<file path="src/design/assert_macros.svh">
// Assertion macros used by the top-level RTL of the alarm blink sequencer.
// Depends on nothing; the assertion bodies drop out when SYNTHESIS is defined.
`ifndef ASSERT_MACROS_SVH
`define ASSERT_MACROS_SVH

`ifndef SYNTHESIS

// Property must hold at every rising edge outside reset.
`define ASSERT_AT(label, clk_sig, rstn_sig, prop) \
    label: assert property (@(posedge clk_sig) disable iff (!rstn_sig) prop) \
        else $error("assertion failed");

// Condition must never be true at a rising edge outside reset.
`define ASSERT_NEVER(label, clk_sig, rstn_sig, cond) \
    label: assert property (@(posedge clk_sig) disable iff (!rstn_sig) !(cond)) \
        else $error("forbidden condition seen");

`else

`define ASSERT_AT(label, clk_sig, rstn_sig, prop)
`define ASSERT_NEVER(label, clk_sig, rstn_sig, cond)

`endif

`endif

</file>
<file path="src/design/cabs_pkg.sv">
// Types and constants of the alarm blink sequencer.
// Used by cabs_match, cabs_seq and the top level; depends on nothing.
package cabs_pkg;

    // Two alarm slots are always present in the register map.
    localparam int ALARM_SLOTS = 2;

    // Configuration register indexes.
    localparam int CFG_INDEX_W = 4;
    localparam int CFG_DATA_W  = 7;
    localparam logic [CFG_INDEX_W-1:0] REG_A0_WEEKDAY = 4'd0;
    localparam logic [CFG_INDEX_W-1:0] REG_A0_HOUR    = 4'd1;
    localparam logic [CFG_INDEX_W-1:0] REG_A0_MINUTE  = 4'd2;
    localparam logic [CFG_INDEX_W-1:0] REG_A0_SECOND  = 4'd3;
    localparam logic [CFG_INDEX_W-1:0] REG_A1_WEEKDAY = 4'd4;
    localparam logic [CFG_INDEX_W-1:0] REG_A1_HOUR    = 4'd5;
    localparam logic [CFG_INDEX_W-1:0] REG_A1_MINUTE  = 4'd6;
    localparam logic [CFG_INDEX_W-1:0] REG_A1_SECOND  = 4'd7;

    // Sequencer phase codes.
    localparam logic [2:0] PH_WAITING   = 3'd0;
    localparam logic [2:0] PH_START     = 3'd1;
    localparam logic [2:0] PH_DELAY_ON  = 3'd2;
    localparam logic [2:0] PH_ON        = 3'd3;
    localparam logic [2:0] PH_DELAY_OFF = 3'd4;
    localparam logic [2:0] PH_OFF       = 3'd5;
    localparam logic [2:0] PH_FINISH    = 3'd6;
    localparam logic [2:0] PH_UNUSED    = 3'd7;

    localparam logic [2:0] DELAY_RELOAD = 3'd5;

    // Item kinds carried on s_tuser.
    localparam logic FUNC_CHECK = 1'b0;
    localparam logic FUNC_TICK  = 1'b1;

    // One alarm entry, every field two's complement; all ones is the wildcard.
    typedef struct packed {
        logic [3:0] weekday;
        logic [5:0] hour;
        logic [6:0] minute;
        logic [6:0] second;
    } alarm_cfg_t;

    typedef struct packed {
        logic [2:0] weekday;
        logic [4:0] hour;
        logic [5:0] minute;
        logic [5:0] second;
    } clock_now_t;

    typedef struct packed {
        logic                   func;
        clock_now_t             now;
    } in_item_t;

    typedef struct packed {
        logic [ALARM_SLOTS-1:0] armed_mask;
        logic [ALARM_SLOTS-1:0] fired_mask;
        logic [2:0]             phase;
        logic                   led_level;
    } result_t;

endpackage

</file>
<file path="src/design/cron_alarm_blink_sequencer.sv">
// Alarm-match blink sequencer. Each request on the slave stream is either an
// alarm check (tuser 0) carrying the current weekday, hour, minute and second,
// or a blink tick (tuser 1). Every request gives exactly one result on the
// master stream. The block takes one request per clock cycle while the output
// is not stalled; a request lands in an input register, then the match and
// sequencer logic runs on it and updates the sequencer state as it writes the
// result register. Backpressure on m_tready holds the result register, and
// the input register too once it is full. Alarm registers are written over
// the cfg channel, which is always ready; write them only while no request
// is in flight. A register value of all ones is a wildcard; indexes beyond
// the register list are ignored.
`include "assert_macros.svh"

module cron_alarm_blink_sequencer
    import cabs_pkg::*;
#(
    parameter int NUM_ALARMS = 2
)
(
    input  logic                   clk,
    input  logic                   rst_n,
    // Configuration write channel.
    input  logic                   cfg_valid,
    output logic                   cfg_ready,
    input  logic [CFG_INDEX_W-1:0] cfg_index,
    input  logic [CFG_DATA_W-1:0]  cfg_data,
    // Request stream.
    input  logic                   s_tvalid,
    output logic                   s_tready,
    // s_tdata from bit 0: now_weekday[2:0], now_hour[7:3], now_minute[13:8],
    // now_second[19:14], zero padding[23:20]
    input  logic [23:0]            s_tdata,
    // s_tuser: func (0 alarm check, 1 blink tick)
    input  logic                   s_tuser,
    // Result stream.
    output logic                   m_tvalid,
    input  logic                   m_tready,
    // m_tdata from bit 0: led_level[0], phase[3:1], fired_mask[5:4],
    // armed_mask[7:6]
    output logic [7:0]             m_tdata
);

    alarm_cfg_t            alarm_cfg_reg [ALARM_SLOTS];
    in_item_t              in_reg;
    logic                  in_valid_reg;
    result_t               out_reg;
    logic                  out_valid_reg;
    logic                  advance;
    logic                  step_en;
    logic [NUM_ALARMS-1:0] hit;
    result_t               result;

    assign cfg_ready = 1'b1;

    always_ff @(posedge clk or negedge rst_n)
    begin
        if (!rst_n)
        begin
            alarm_cfg_reg[0] <= '{weekday: 4'hF, hour: 6'h3F, minute: 7'h7F, second: 7'd0};
            alarm_cfg_reg[1] <= '{weekday: 4'hF, hour: 6'h3F, minute: 7'h7F, second: 7'd30};
        end
        else if (cfg_valid && cfg_ready)
        begin
            unique case (cfg_index)
                REG_A0_WEEKDAY: alarm_cfg_reg[0].weekday <= cfg_data[3:0];
                REG_A0_HOUR:    alarm_cfg_reg[0].hour    <= cfg_data[5:0];
                REG_A0_MINUTE:  alarm_cfg_reg[0].minute  <= cfg_data;
                REG_A0_SECOND:  alarm_cfg_reg[0].second  <= cfg_data;
                REG_A1_WEEKDAY: alarm_cfg_reg[1].weekday <= cfg_data[3:0];
                REG_A1_HOUR:    alarm_cfg_reg[1].hour    <= cfg_data[5:0];
                REG_A1_MINUTE:  alarm_cfg_reg[1].minute  <= cfg_data;
                REG_A1_SECOND:  alarm_cfg_reg[1].second  <= cfg_data;
                default:
                begin
                end
            endcase
        end
    end

    // The result register drains or is empty; everything behind it moves.
    assign advance  = !out_valid_reg || m_tready;
    assign s_tready = !in_valid_reg || advance;
    assign step_en  = in_valid_reg && advance;

    always_ff @(posedge clk or negedge rst_n)
    begin
        if (!rst_n)
        begin
            in_valid_reg  <= 1'b0;
            out_valid_reg <= 1'b0;
        end
        else
        begin
            if (s_tready)
            begin
                in_valid_reg <= s_tvalid;
            end
            if (advance)
            begin
                out_valid_reg <= in_valid_reg;
            end
        end
    end

    always_ff @(posedge clk)
    begin
        if (s_tvalid && s_tready)
        begin
            in_reg.func       <= s_tuser;
            in_reg.now.weekday <= s_tdata[2:0];
            in_reg.now.hour    <= s_tdata[7:3];
            in_reg.now.minute  <= s_tdata[13:8];
            in_reg.now.second  <= s_tdata[19:14];
        end
        if (step_en)
        begin
            out_reg <= result;
        end
    end

    cabs_match #(
        .NUM_ALARMS (NUM_ALARMS)
    ) u_match (
        .alarm_cfg  (alarm_cfg_reg),
        .now        (in_reg.now),
        .hit        (hit)
    );

    cabs_seq #(
        .NUM_ALARMS (NUM_ALARMS)
    ) u_seq (
        .clk        (clk),
        .rst_n      (rst_n),
        .step_en    (step_en),
        .func       (in_reg.func),
        .hit        (hit),
        .result     (result)
    );

    assign m_tvalid = out_valid_reg;
    assign m_tdata  = {out_reg.armed_mask, out_reg.fired_mask, out_reg.phase, out_reg.led_level};

    // An alarm that fires always leaves the sequencer at START.
    `ASSERT_AT(a_fire_sets_start, clk, rst_n, (m_tvalid && (out_reg.fired_mask != 2'b00)) |-> (out_reg.phase == PH_START))
    // A fired entry has just been disarmed.
    `ASSERT_NEVER(a_fired_not_armed, clk, rst_n, m_tvalid && ((out_reg.fired_mask & out_reg.armed_mask) != 2'b00))
    // An empty result register never blocks a new request.
    `ASSERT_AT(a_ready_when_empty, clk, rst_n, !out_valid_reg |-> s_tready)
    // The unused phase code is never reached.
    `ASSERT_NEVER(a_no_unused_phase, clk, rst_n, m_tvalid && (out_reg.phase == PH_UNUSED))

endmodule

</file>
<file path="src/design/cabs_match.sv">
// Wildcard compare of the current time against every alarm entry.
// Depends on cabs_pkg.
module cabs_match
    import cabs_pkg::*;
#(
    parameter int NUM_ALARMS = 2
)
(
    input  alarm_cfg_t            alarm_cfg [ALARM_SLOTS],
    input  clock_now_t            now,
    output logic [NUM_ALARMS-1:0] hit
);

    // A register field matches when it is all ones (wildcard) or when it is
    // non-negative and equal to the time field; zero-extending the time by
    // one bit covers the sign test in the same compare.
    always_comb
    begin
        for (int i = 0; i < NUM_ALARMS; i++)
        begin
            hit[i] = ((&alarm_cfg[i].weekday) || (alarm_cfg[i].weekday == {1'b0, now.weekday}))
                  && ((&alarm_cfg[i].hour)    || (alarm_cfg[i].hour    == {1'b0, now.hour}))
                  && ((&alarm_cfg[i].minute)  || (alarm_cfg[i].minute  == {1'b0, now.minute}))
                  && ((&alarm_cfg[i].second)  || (alarm_cfg[i].second  == {1'b0, now.second}));
        end
    end

endmodule

</file>
<file path="src/design/cabs_seq.sv">
// Blink sequencer state: phase, delay counters, LED level and alarm arm bits.
// Depends on cabs_pkg; takes the match vector from cabs_match.
module cabs_seq
    import cabs_pkg::*;
#(
    parameter int NUM_ALARMS = 2
)
(
    input  logic                  clk,
    input  logic                  rst_n,
    input  logic                  step_en,
    input  logic                  func,
    input  logic [NUM_ALARMS-1:0] hit,
    output result_t               result
);

    logic [2:0]            phase_reg, phase_next;
    logic [2:0]            on_cnt_reg, on_cnt_next;
    logic [2:0]            off_cnt_reg, off_cnt_next;
    logic                  pin_reg, pin_next;
    logic [NUM_ALARMS-1:0] armed_reg, armed_next;
    logic [NUM_ALARMS-1:0] fired;
    logic [ALARM_SLOTS-1:0] fired_ext;
    logic [ALARM_SLOTS-1:0] armed_ext;

    always_comb
    begin
        phase_next   = phase_reg;
        on_cnt_next  = on_cnt_reg;
        off_cnt_next = off_cnt_reg;
        pin_next     = pin_reg;
        armed_next   = armed_reg;
        fired        = '0;
        if (func == FUNC_CHECK)
        begin
            // A firing alarm restarts the blink but leaves the counters alone.
            fired      = armed_reg & hit;
            armed_next = armed_reg & ~hit;
            if (|fired)
            begin
                phase_next = PH_START;
            end
        end
        else
        begin
            unique case (phase_reg)
                PH_START:
                begin
                    phase_next = PH_DELAY_ON;
                end
                PH_DELAY_ON:
                begin
                    if (on_cnt_reg != 3'd0)
                    begin
                        on_cnt_next = on_cnt_reg - 3'd1;
                    end
                    else
                    begin
                        phase_next = PH_ON;
                    end
                end
                PH_ON:
                begin
                    pin_next   = 1'b0;
                    phase_next = PH_DELAY_OFF;
                end
                PH_DELAY_OFF:
                begin
                    if (off_cnt_reg != 3'd0)
                    begin
                        off_cnt_next = off_cnt_reg - 3'd1;
                    end
                    else
                    begin
                        phase_next = PH_OFF;
                    end
                end
                PH_OFF:
                begin
                    pin_next   = 1'b1;
                    phase_next = PH_FINISH;
                end
                PH_FINISH:
                begin
                    on_cnt_next  = DELAY_RELOAD;
                    off_cnt_next = DELAY_RELOAD;
                    phase_next   = PH_WAITING;
                    armed_next   = '1;
                end
                default:
                begin
                    // Waiting and the unused code hold on a tick.
                end
            endcase
        end
    end

    always_ff @(posedge clk or negedge rst_n)
    begin
        if (!rst_n)
        begin
            phase_reg   <= PH_WAITING;
            on_cnt_reg  <= DELAY_RELOAD;
            off_cnt_reg <= DELAY_RELOAD;
            pin_reg     <= 1'b1;
            armed_reg   <= '1;
        end
        else if (step_en)
        begin
            phase_reg   <= phase_next;
            on_cnt_reg  <= on_cnt_next;
            off_cnt_reg <= off_cnt_next;
            pin_reg     <= pin_next;
            armed_reg   <= armed_next;
        end
    end

    // Slots beyond NUM_ALARMS always report zero.
    for (genvar i = 0; i < ALARM_SLOTS; i++)
    begin : g_slot
        if (i < NUM_ALARMS)
        begin : g_used
            assign fired_ext[i] = fired[i];
            assign armed_ext[i] = armed_next[i];
        end
        else
        begin : g_unused
            assign fired_ext[i] = 1'b0;
            assign armed_ext[i] = 1'b0;
        end
    end

    assign result.led_level  = pin_next;
    assign result.phase      = phase_next;
    assign result.fired_mask = fired_ext;
    assign result.armed_mask = armed_ext;

endmodule

</file>
<file path="config.mk">
export PLATFORM = sky130hd
export DESIGN_NAME = cron_alarm_blink_sequencer
export DESIGN_NICKNAME = d
export VERILOG_FILES = /design/src/design/cabs_pkg.sv /design/src/design/cron_alarm_blink_sequencer.sv /design/src/design/cabs_match.sv /design/src/design/cabs_seq.sv
export VERILOG_INCLUDE_DIRS = /design/src /design/src/design
export SDC_FILE = /design/constraint.sdc
export NUM_CORES = 1
export LEC_CHECK = 0
export BUFFER_PORTS_ARGS = -buffer_cell sky130_fd_sc_hd__buf_2
export CORE_MARGIN = 2
export CORE_UTILIZATION = 59
export CTS_CLUSTER_DIAMETER = 30
export DETAILED_ROUTE_END_ITERATION = 16
export PLACE_DENSITY = 0.85
export SYNTH_ARGS = -nofsm -noshare
export SYNTH_HDL_FRONTEND = slang
export SYNTH_SLANG_ARGS = --single-unit
</file>
<file path="constraint.sdc">
create_clock -name clk -period 5.5 [get_ports clk]
set_input_delay 0.55 -clock clk [delete_from_list [all_inputs] [get_ports clk]]
set_output_delay 0.55 -clock clk [all_outputs]
set_load 0.01 [all_outputs]
</file>
# [Yosys cells after proc, flatten, opt, wreduce, memory -nomap -nowiden]
# Index checks and enable logic that the tools add are counted.
[classes] shifts=0 order_cmp=0 mux=13 n_reduce_logical=44 bitwise=3 add_sub_neg=2 mul=0 n_eq_ne=23 div=0
[ops] operator="equality test 7 x 6 -> 1 bit" n=4
[ops] operator="AND reduction 7 bit" n=4
[ops] operator="2-to-1 mux 3 bit" n=6
[ops] operator="case mux 3 bit (6 select lines)" n=1
[ops] operator="equality test 4 x 3 -> 1 bit, second input constant" n=4
[ops] operator="AND reduction 2 bit" n=8
[ops] operator="AND reduction 4 bit" n=4
[ops] operator="equality test 6 x 5 -> 1 bit" n=2
[ops] operator="case mux 3 bit (2 select lines)" n=2
[ops] operator="AND reduction 6 bit" n=2
[ops] operator="logical OR 1 bit" n=10
[ops] operator="equality test 3 bit, second input constant" n=3
[ops] operator="equality test 4 x 2 -> 1 bit, second input constant" n=2
[ops] operator="equality test 4 x 3 -> 1 bit" n=2
[ops] operator="logical AND 1 bit" n=8
[ops] operator="equality test 3 x 2 -> 1 bit, second input constant" n=2
[ops] operator="nonzero test 3 bit" n=2
[ops] operator="subtractor 3 x 1 -> 3 bit, second input constant" n=2
[ops] operator="AND 2 bit" n=2
[ops] operator="equality test 4 x 1 -> 1 bit, second input constant" n=1
[ops] operator="zero test 4 bit" n=1
[ops] operator="2-to-1 mux 2 bit" n=2
[ops] operator="inequality test 2 x 1 -> 1 bit, second input constant" n=2
[ops] operator="nonzero test 2 bit" n=2
[ops] operator="other kinds (6)" n=7
[word_totals] latchBits=0 out_inout_bits=11 inputBits=41 rom_bits=0 memories=0 ram_bits=0 ff_bits=91

# [Depth between registers and ports, before layout]
# Gate-level depths: netlist of the first run.
[logic_depth] ltp_word=9 ltp_mapped=8 mapped_depth_nobuf=8

# [By module]
# From an unflattened synthesis of the first run, not the netlist that was laid out.
[unflattened] cells_unflattened=322 area_unflattened_um2=4337.9
[modules_own_cells] module="cron_alarm_blink_sequencer" area_per_inst_um2=2896.5 cells_each=148 instances=1
[modules_own_cells] module="cabs_seq" area_per_inst_um2=853.3 cells_each=94 instances=1
[modules_own_cells] module="cabs_match" area_per_inst_um2=588.1 cells_each=80 instances=1

# [Worst setup path before layout of the first run]
# No wires, ideal clock.
[synth_path] kind="input to register" from="in m_tready" to="reg u_seq.off_cnt_reg[2]" t_arrival_ns=2.095 required_ns=5.420 cell_stages=7 n_path_buf=0 path_slack_ns=3.325 cell_sequence="nand2b_1 > nand2_1 > inv_1 > nand2_1 > nor4b_1 > a21oi_1 > o22a_1"
[synth_via] elab_chain_len=3
[synth_rtl] item="start, declared" line="cron_alarm_blink_sequencer.sv:37" source="input logic m_tready,"
[synth_rtl] item="logical OR 1 bit" line="cron_alarm_blink_sequencer.sv:81" source="assign advance = !out_valid_reg || m_tready;"
[synth_rtl] item="logical AND 1 bit" line="cron_alarm_blink_sequencer.sv:83" source="assign step_en = in_valid_reg && advance;"
[synth_rtl] item="via step_en" line="cron_alarm_blink_sequencer.sv:49" source="logic step_en;"
[synth_rtl] item="AND reduction 4 bit (no line)"
[synth_rtl] item="end signal, assigned" line="cabs_seq.sv:112" source="off_cnt_reg <= off_cnt_next;"
[synth_rtl] item="end, declared" line="cabs_seq.sv:19" source="logic [2:0] off_cnt_reg, off_cnt_next;"
# The timed path passes the listed nets, and every way through them passes these cells.
# A chain may end at the register's enable or synchronous reset.

# [Final worst setup path of the first run]
[layout_path] from="reg out_valid_reg (netlist: m_tvalid)" to="reg u_seq.off_cnt_reg[2]"
[layout_via] elab_chain_len=4
[layout_rtl] item="start, declared" line="cron_alarm_blink_sequencer.sv:47" source="logic out_valid_reg;"
[layout_rtl] item="start signal, assigned" line="cron_alarm_blink_sequencer.sv:100" source="out_valid_reg <= in_valid_reg;"
[layout_rtl] item="zero test 1 bit" line="cron_alarm_blink_sequencer.sv:81"
[layout_rtl] item="logical OR 1 bit" line="cron_alarm_blink_sequencer.sv:81"
[layout_rtl] item="logical AND 1 bit" line="cron_alarm_blink_sequencer.sv:83"
[layout_rtl] item="via step_en" line="cron_alarm_blink_sequencer.sv:49"
[layout_rtl] item="AND reduction 4 bit (no line)"
# The timed path passes the listed nets, and every way through them passes these cells.

==> summary.txt, run 1 <==
Status - complete, no violations
M3 GR Usage - 0.0438
Max-cap violations - 0
Initial antenna violation count - 0
Period minus WS final - 2440 ps
Share of the synthesized area in the top cell type - 0.279
Relative slew slack - 0.283
Antenna cells - 0
Worst vdd ir - 0.221 mV
Core Area - 6870 um2
Die span in x - 88.7 um
Routed WL - 7820 um
Worst setup margin - 3060 ps
Clock slew at reported path FFs - 80 ps
Initial Utilization - 0.617
Dpl cells - 463
Num rows - 30
Clock sink count - 91
CTS tree - done
Syn Nets - 371
F_max - 0.409 GHz
Sequential area share after synthesis - 0.585
Layout cell share with drive strength beyond 1 - 0.410
# DRC - 0
Reg2reg setup slack - 3060 ps
DP HPWL - 5440 um
Synthesized instance count - 326
Port bufs - 46
Vias per std cell - 5.55
Hold Vio Cnt, Final - 0
Critical Path Fanout Max - 13
Top FF cell, synth - dfstp_2
Gr busiest metal - met2
Htree depth - 3
Overall Global Routing Usage - 0.228
Largest register FFs - 48
Number of setup violations in the final report - 0
Routed wire per std cell - 16.3 um
Seq cells post-synth - 91
Post-place setup slack - 2830 ps
LEAKAGE - 1.89 nW
DR pass1 iterations - 4
Synth unique cells - 45
Routed Antenna Nets - 0
Final Slew Violations - 0
Setup Fix Bufs, Post-CTS - 0
Hold bufs inserted after CTS - 0
Final TNS setup - 0 ps
Die ar. - 7870 um2
Crit path launch type - flop
Kind of critical path - flop to flop
Top-count cell post-synth - mux2_2
Non-Filler Instances - 479
Power Total - 1.92 mW
Grt met1 use - 0.291
Vert. Die Dim - 88.7 um
GPL Wtd Cong - 0.791
Critical path required time - 5800 ps
Period utilization - 0.444
I/O Pins - 52
Origin of the critical flop-to-flop path - m_tvalid$_DFFE_PN0P_
Clk root buf - clkbuf_8
Clk_lat worst skew - 360 ps
Vias in the first global route - 2,745
Post_cts resized - 0
Final #Nets - 423
Skew final - 12.2 ps
CTS Buf Count - 9
Gr ovfl total - 0
Critical Path End Type - flop
Global-route wire length before repair - 13,200 um
Longest Clk Path Bufs - 2
Met2 usage - 0.371
Post-synth EDFFs - 29
R2R depth - 7
Synth Cell Area - 4240 um2
Arr. time, crit path - 2740 ps
Worst Tran Pin Value - 1080 ps
Area contributors post-synth - dfstp_2, edfxtp_1, mux2_2, dfrtp_1, xor2_1
HP Class - primary input to asynchronous set/reset pin
Area growth, synth to finish - 12.8%
Vias - 2,657
RSZ-0062 raised after global routing - no
Largest net degree at the start of global routing - 63
Reg2reg end - u_seq.off_cnt_reg[2]$_DFFE_PN1P_
PD cells - 402 nW/um2
Post-synth top area cell - dfstp_2
Fraction of registers with async set/reset - 0.681
Iteration-0 DRC Markers - 127
Avg Inst Size Synth - 13.0 um2
Post-synth top cells - mux2_2, dfstp_2, edfxtp_1
YS warnings - 0
Minimum hold slack - 339 ps
layer usage:
layer | vias to the layer above | part of all wire
li1 | 1284 | -
met1 | 1292 | 0.43
met2 | 67 | 0.50
met3 | 14 | 0.038
met4 | 0 | 0.024
met5 | - | 0
stage by stage:
stage,util,area [um2]
after floorplan,-,4240
after global placement,0.665,4570
after detailed placement,0.665,4570
after CTS,0.695,4780
after global routing,0.695,4780
final,0.695,4780
cell usage in the layout (no fill, tap or decap), types with 5 or more instances in the layout:
master / Yosys / routed
a21oi_1: 8 / 8
buf_2: 0 / 46
clkbuf_8: 0 / 9
dfrtp_1: 17 / 17
dfstp_2: 45 / 45
edfxtp_1: 29 / 29
inv_1: 11 / 11
mux2_2: 48 / 48
nand2_1: 15 / 15
nand2b_1: 5 / 5
nand3_1: 8 / 8
nand3b_1: 5 / 5
nand4_1: 7 / 7
nor2_1: 22 / 22
nor4_1: 6 / 6
o21ai_0: 8 / 8
xnor2_1: 17 / 17
xor2_1: 22 / 22
how the worst max path moves through the flow:
stage	start	endpoint	slack, ps	cells after the start
5_1_grt	m_tvalid$_DFFE_PN0P_	u_seq.off_cnt_reg[2]$_DFFE_PN1P_	2720	7
2_1_floorplan	m_tready	u_seq.off_cnt_reg[2]$_DFFE_PN1P_	3330	7
3_5_place_dp	m_tready	u_seq.off_cnt_reg[2]$_DFFE_PN1P_	2830	8
6_report	m_tvalid$_DFFE_PN0P_	u_seq.off_cnt_reg[2]$_DFFE_PN1P_	3060	7
4_1_cts	m_tvalid$_DFFE_PN0P_	u_seq.off_cnt_reg[2]$_DFFE_PN1P_	3080	7
3_3_place_gp	m_tready	u_seq.off_cnt_reg[2]$_DFFE_PN1P_	2960	8
worst max-delay path, cell delays in order, from the launching register on:
cell	delay (ps)
dfrtp_1	400
nand2b_1	90
nand2_1	130
inv_1	370
nand2_1	220
nor4b_1	820
a21oi_1	140
o22a_1	210
power by group:
group / leakage [nW] / internal [mW] / switching (mW)
clock: 0.105 / 0.255 / 0.228
sequential: 0.952 / 0.909 / 0.136
combinational: 0.833 / 0.210 / 0.180
total: 1.89 / 1.37 / 0.544
logic make-up (layout without fill, tap and decap cells):
kind of cell    after synthesis  count (layout)  share of synthesized area
compound gates               37              37                     0.0614
xor+xnor                     39              39                     0.0806
fa+ha+maj                     4               4                     0.0118
buf+inv                      17              74                     0.0160
flops                        91              91                      0.585
mux                          49              49                      0.130
other cells                   1               1                   0.000885
simple gates                 88              88                      0.114
final cells by class:
cell class / count / area [um2]
clock buffer: 11 / 131
clock inverter: 5 / 77.6
fill: 507 / 2090
inverter: 11 / 41.3
multi-input combinational: 218 / 1690
sequential: 91 / 2480
tap: 96 / 120
timing repair buffer: 47 / 238
Note: power is estimated with default switching activity, not from simulation.
==> run 2, diff against run 1 <==
Settings changed: ABC_AREA set to 1, CORE_UTILIZATION 59 to 58, PLACE_DENSITY 0.85 to 0.83.
Clock period 5.5 ns to 2.5 ns, I/O delays scaled along.
==> run 2 against run 1 <==
- sequential share of layout area down 2.1 points
- sequential power increased by 96%
- die area up 5.8%
- synthesized cell count increased by 63%
- register-to-register slack worse by 2400 ps
- critical path depth stayed put
- core utilization decreased by 1.7 points
- wire length grew 14%
==> summary.txt, run 2 <==
Clk root buf - clkbuf_8
Post_cts resized - 0 (unchanged)
YS warnings - 0 (unchanged)
Kind of critical path - flop to flop
Sequential area share after synthesis - 0.561 (-0.0240)
Avg Inst Size Synth - 8.32 um2 (-36%)
Reg2reg end - m_tdata[2]$_DFFE_PP_
Share of the synthesized area in the top cell type - 0.268 (-0.0115)
Gr ovfl total - 0 (unchanged)
Clock sink count - 91 (unchanged)
WHS Path Cells - 1
Final Slew Violations - 0 (unchanged)
Family with the most delay on the worst path - simple AND/OR/NAND/NOR gates
Clock Power Share - 0.282 (+0.030)
Register share of total power - 0.567 (+0.022)
Area growth, synth to finish - 12.6%
RSZ-0062 raised after global routing - no
Critical Path Fanout Max - 3 (-10)
Critical Path End Type - flop
Skew final - 5.12 ps (-7.07 ps)
Initial Utilization - 0.602 (-0.0141)
Layout cell share with drive strength beyond 1 - 0.206 (-0.204)
Slowest stage cell on the critical path - dfstp_2
Routed wire per std cell - 13.0 um (-20%)
Critical path required time - 2610 ps (-3190 ps)
Final Util - 0.678 (-0.0170)
Max-cap violations - 0 (unchanged)
Port bufs - 46 (unchanged)
Antenna cells - 0 (unchanged)
Die ar. - 8330 um2 (+5.8%)
Period minus WS final - 1800 ps (-643 ps)
CTS tree - done
Synth Cell Area - 4420 um2 (+4.3%)
Clk_lat worst skew - 360 ps (about the same)
Vias - 3,488 (+31%)
Num rows - 31 (+3.3%)
Area contributors post-synth - dfstp_2, edfxtp_1, nand2_1, dfrtp_1, inv_1
Synth unique cells - 32 (-29%)
Longest Clk Path Bufs - 2 (unchanged)
R2R depth - 7 (unchanged)
Worst Hold Path EP - in_reg[15]$_DFFE_PP_
Setup Fix Bufs, Post-CTS - 0 (unchanged)
# DRC - 0 (unchanged)
Post-synth EDFFs - 29 (unchanged)
Syn Nets - 576 (+55%)
Hold bufs inserted after CTS - 1 (+1)
Synthesized instance count - 531 (+63%)
Core Area - 7330 um2 (+6.7%)
Overall Global Routing Usage - 0.236 (+0.00718)
Final #Nets - 628 (+48%)
CTS Buf Count - 9 (unchanged)
Critical-path cell list - inv_1 > nor3_1 > nand3_1 > a21oi_1 > nand3_2 > nand4_1 > nand2_1
Worst vdd ir - 0.378 mV (+71%)
Vias in the first global route - 3,302 (+20%)
Vert. Die Dim - 91.3 um (+2.9%)
Reg2reg setup slack - 700 ps (-2360 ps)
Origin of the critical flop-to-flop path - alarm_cfg_reg[41]$_DFFE_PN1P_
Non-Filler Instances - 687 (+43%)
Worst Tran Pin Value - 515 ps (-560 ps)
Worst hold path startpoint - s_tdata[6]
F_max - 0.555 GHz (+36%)
Iteration-0 DRC Markers - 228 (+80%)
Period utilization - 0.720 (+0.276)
Dpl cells - 670 (+45%)
Most common cell after layout, fill and taps aside - nand2_1
Switching share of total power - 0.287 (+0.00370)
Clock slew at reported path FFs - 90 ps (about the same)
Seq cells post-synth - 91 (unchanged)
Vias per std cell - 5.08 (-8.5%)
Internal Power - 2.56 mW (+86%)
Crit path launch type - flop
Final TNS setup - 0 ps (unchanged)
LEAKAGE - 2.36 nW (+25%)
Routed WL - 8920 um (+14%)
Initial antenna violation count - 0 (unchanged)
Hold Vio Cnt, Final - 0 (unchanged)
Arr. time, crit path - 1910 ps (-830 ps)
Top-count cell post-synth - nand2_1
Number of setup violations in the final report - 0 (unchanged)
Post-synth top cells - nand2_1, inv_1, o21ai_0
Crit path buf inv count - 1 (unchanged)
Post-synth top area cell - dfstp_2
HP Class - primary input to flop
Htree depth - 3 (unchanged)
DP HPWL - 6510 um (+20%)
I/O Pins - 52 (unchanged)
Die span in x - 91.3 um (+2.9%)
Worst path max stage delay - 550 ps (-270 ps)
Fraction of registers with async set/reset - 0.681 (unchanged)
Largest net degree at the start of global routing - 31 (-51%)
PD cells - 723 nW/um2 (+80%)
GPL Wtd Cong - 0.872 (+10%)
Relative slew slack - 0.657 (+0.374)
Combinational share of power - 0.151 (-0.052)
Largest register FFs - 48 (unchanged)
Global-route wire length before repair - 15,200 um (+15%)
Status - complete, no violations
Routed Antenna Nets - 0 (unchanged)
Switching power - 1.03 mW (+90%)
DR pass1 iterations - 4 (unchanged)
Top FF cell, synth - dfstp_2
Most frequent cells in the layout - nand2_1, inv_1, o21ai_0, nor2_1, buf_2
## run 2: per-stage QoR
stage	total power, mW	hold WS, ps	setup slack, ps	area [um2]
floorplan	2.41	-45.6	980	4420
global placement	2.56	240	804	4760
detailed placement	2.60	249	730	4760
CTS	3.63	38.2	718	4970
global route	3.81	29.7	557	4970
finish	3.60	52.9	699	4970
## run 2: worst max path at each step
stage	start	to	slack, ps	cells past startpoint
floorplan	alarm_cfg_reg[41]$_DFFE_PN1P_	m_tdata[6]$_DFFE_PP_	980	7
global placement	alarm_cfg_reg[41]$_DFFE_PN1P_	m_tdata[6]$_DFFE_PP_	800	7
detailed placement	alarm_cfg_reg[42]$_DFFE_PN1P_	m_tdata[2]$_DFFE_PP_	730	9
CTS	alarm_cfg_reg[42]$_DFFE_PN1P_	m_tdata[2]$_DFFE_PP_	720	9
global route	alarm_cfg_reg[42]$_DFFE_PN1P_	u_seq.phase_reg[1]$_DFFE_PN0P_	560	11
finish	alarm_cfg_reg[41]$_DFFE_PN1P_	m_tdata[2]$_DFFE_PP_	700	7
## run 2: cells by family after synthesis
family | Yosys count | share of synthesized area
AND/OR/NAND/NOR | 263 | 0.244
buffers and inverters | 94 | 0.0827
flip-flops | 91 | 0.561
AO/OA/AOI/OAI | 71 | 0.0858
XOR/XNOR | 7 | 0.0139
adder cells (fa/ha/maj) | 4 | 0.0113
other | 1 | 0.000849
## run 2: per-layer routing
metal | GRT usage | up-vias | part of all wire
met3 | 0.0631 | 19 | 0.052
met4 | 0.0909 | 0 | 0.021
met1 | 0.302 | 1598 | 0.45
met5 | 0 | - | 0
met2 | 0.383 | 98 | 0.48
li1 | - | 1773 | -
## run 2: final cells by class
class	instances	area [um2]
repair buffers	50	275
well taps	99	124
fillers	599	2360
flip-flops and latches	91	2480
clock buffers	11	141
clock inverters	5	61.3
multi-input cells	346	1570
inverters	85	319
## run 2: power by group through the flow
stage               sequential [mW]  clock [mW]  combinational (mW)
floorplan                      2.01           0               0.392
global placement               2.05           0               0.516
detailed placement             2.06           0               0.546
CTS                            2.03        1.04               0.551
global route                   2.07        1.10               0.642
finish                         2.04        1.01               0.544
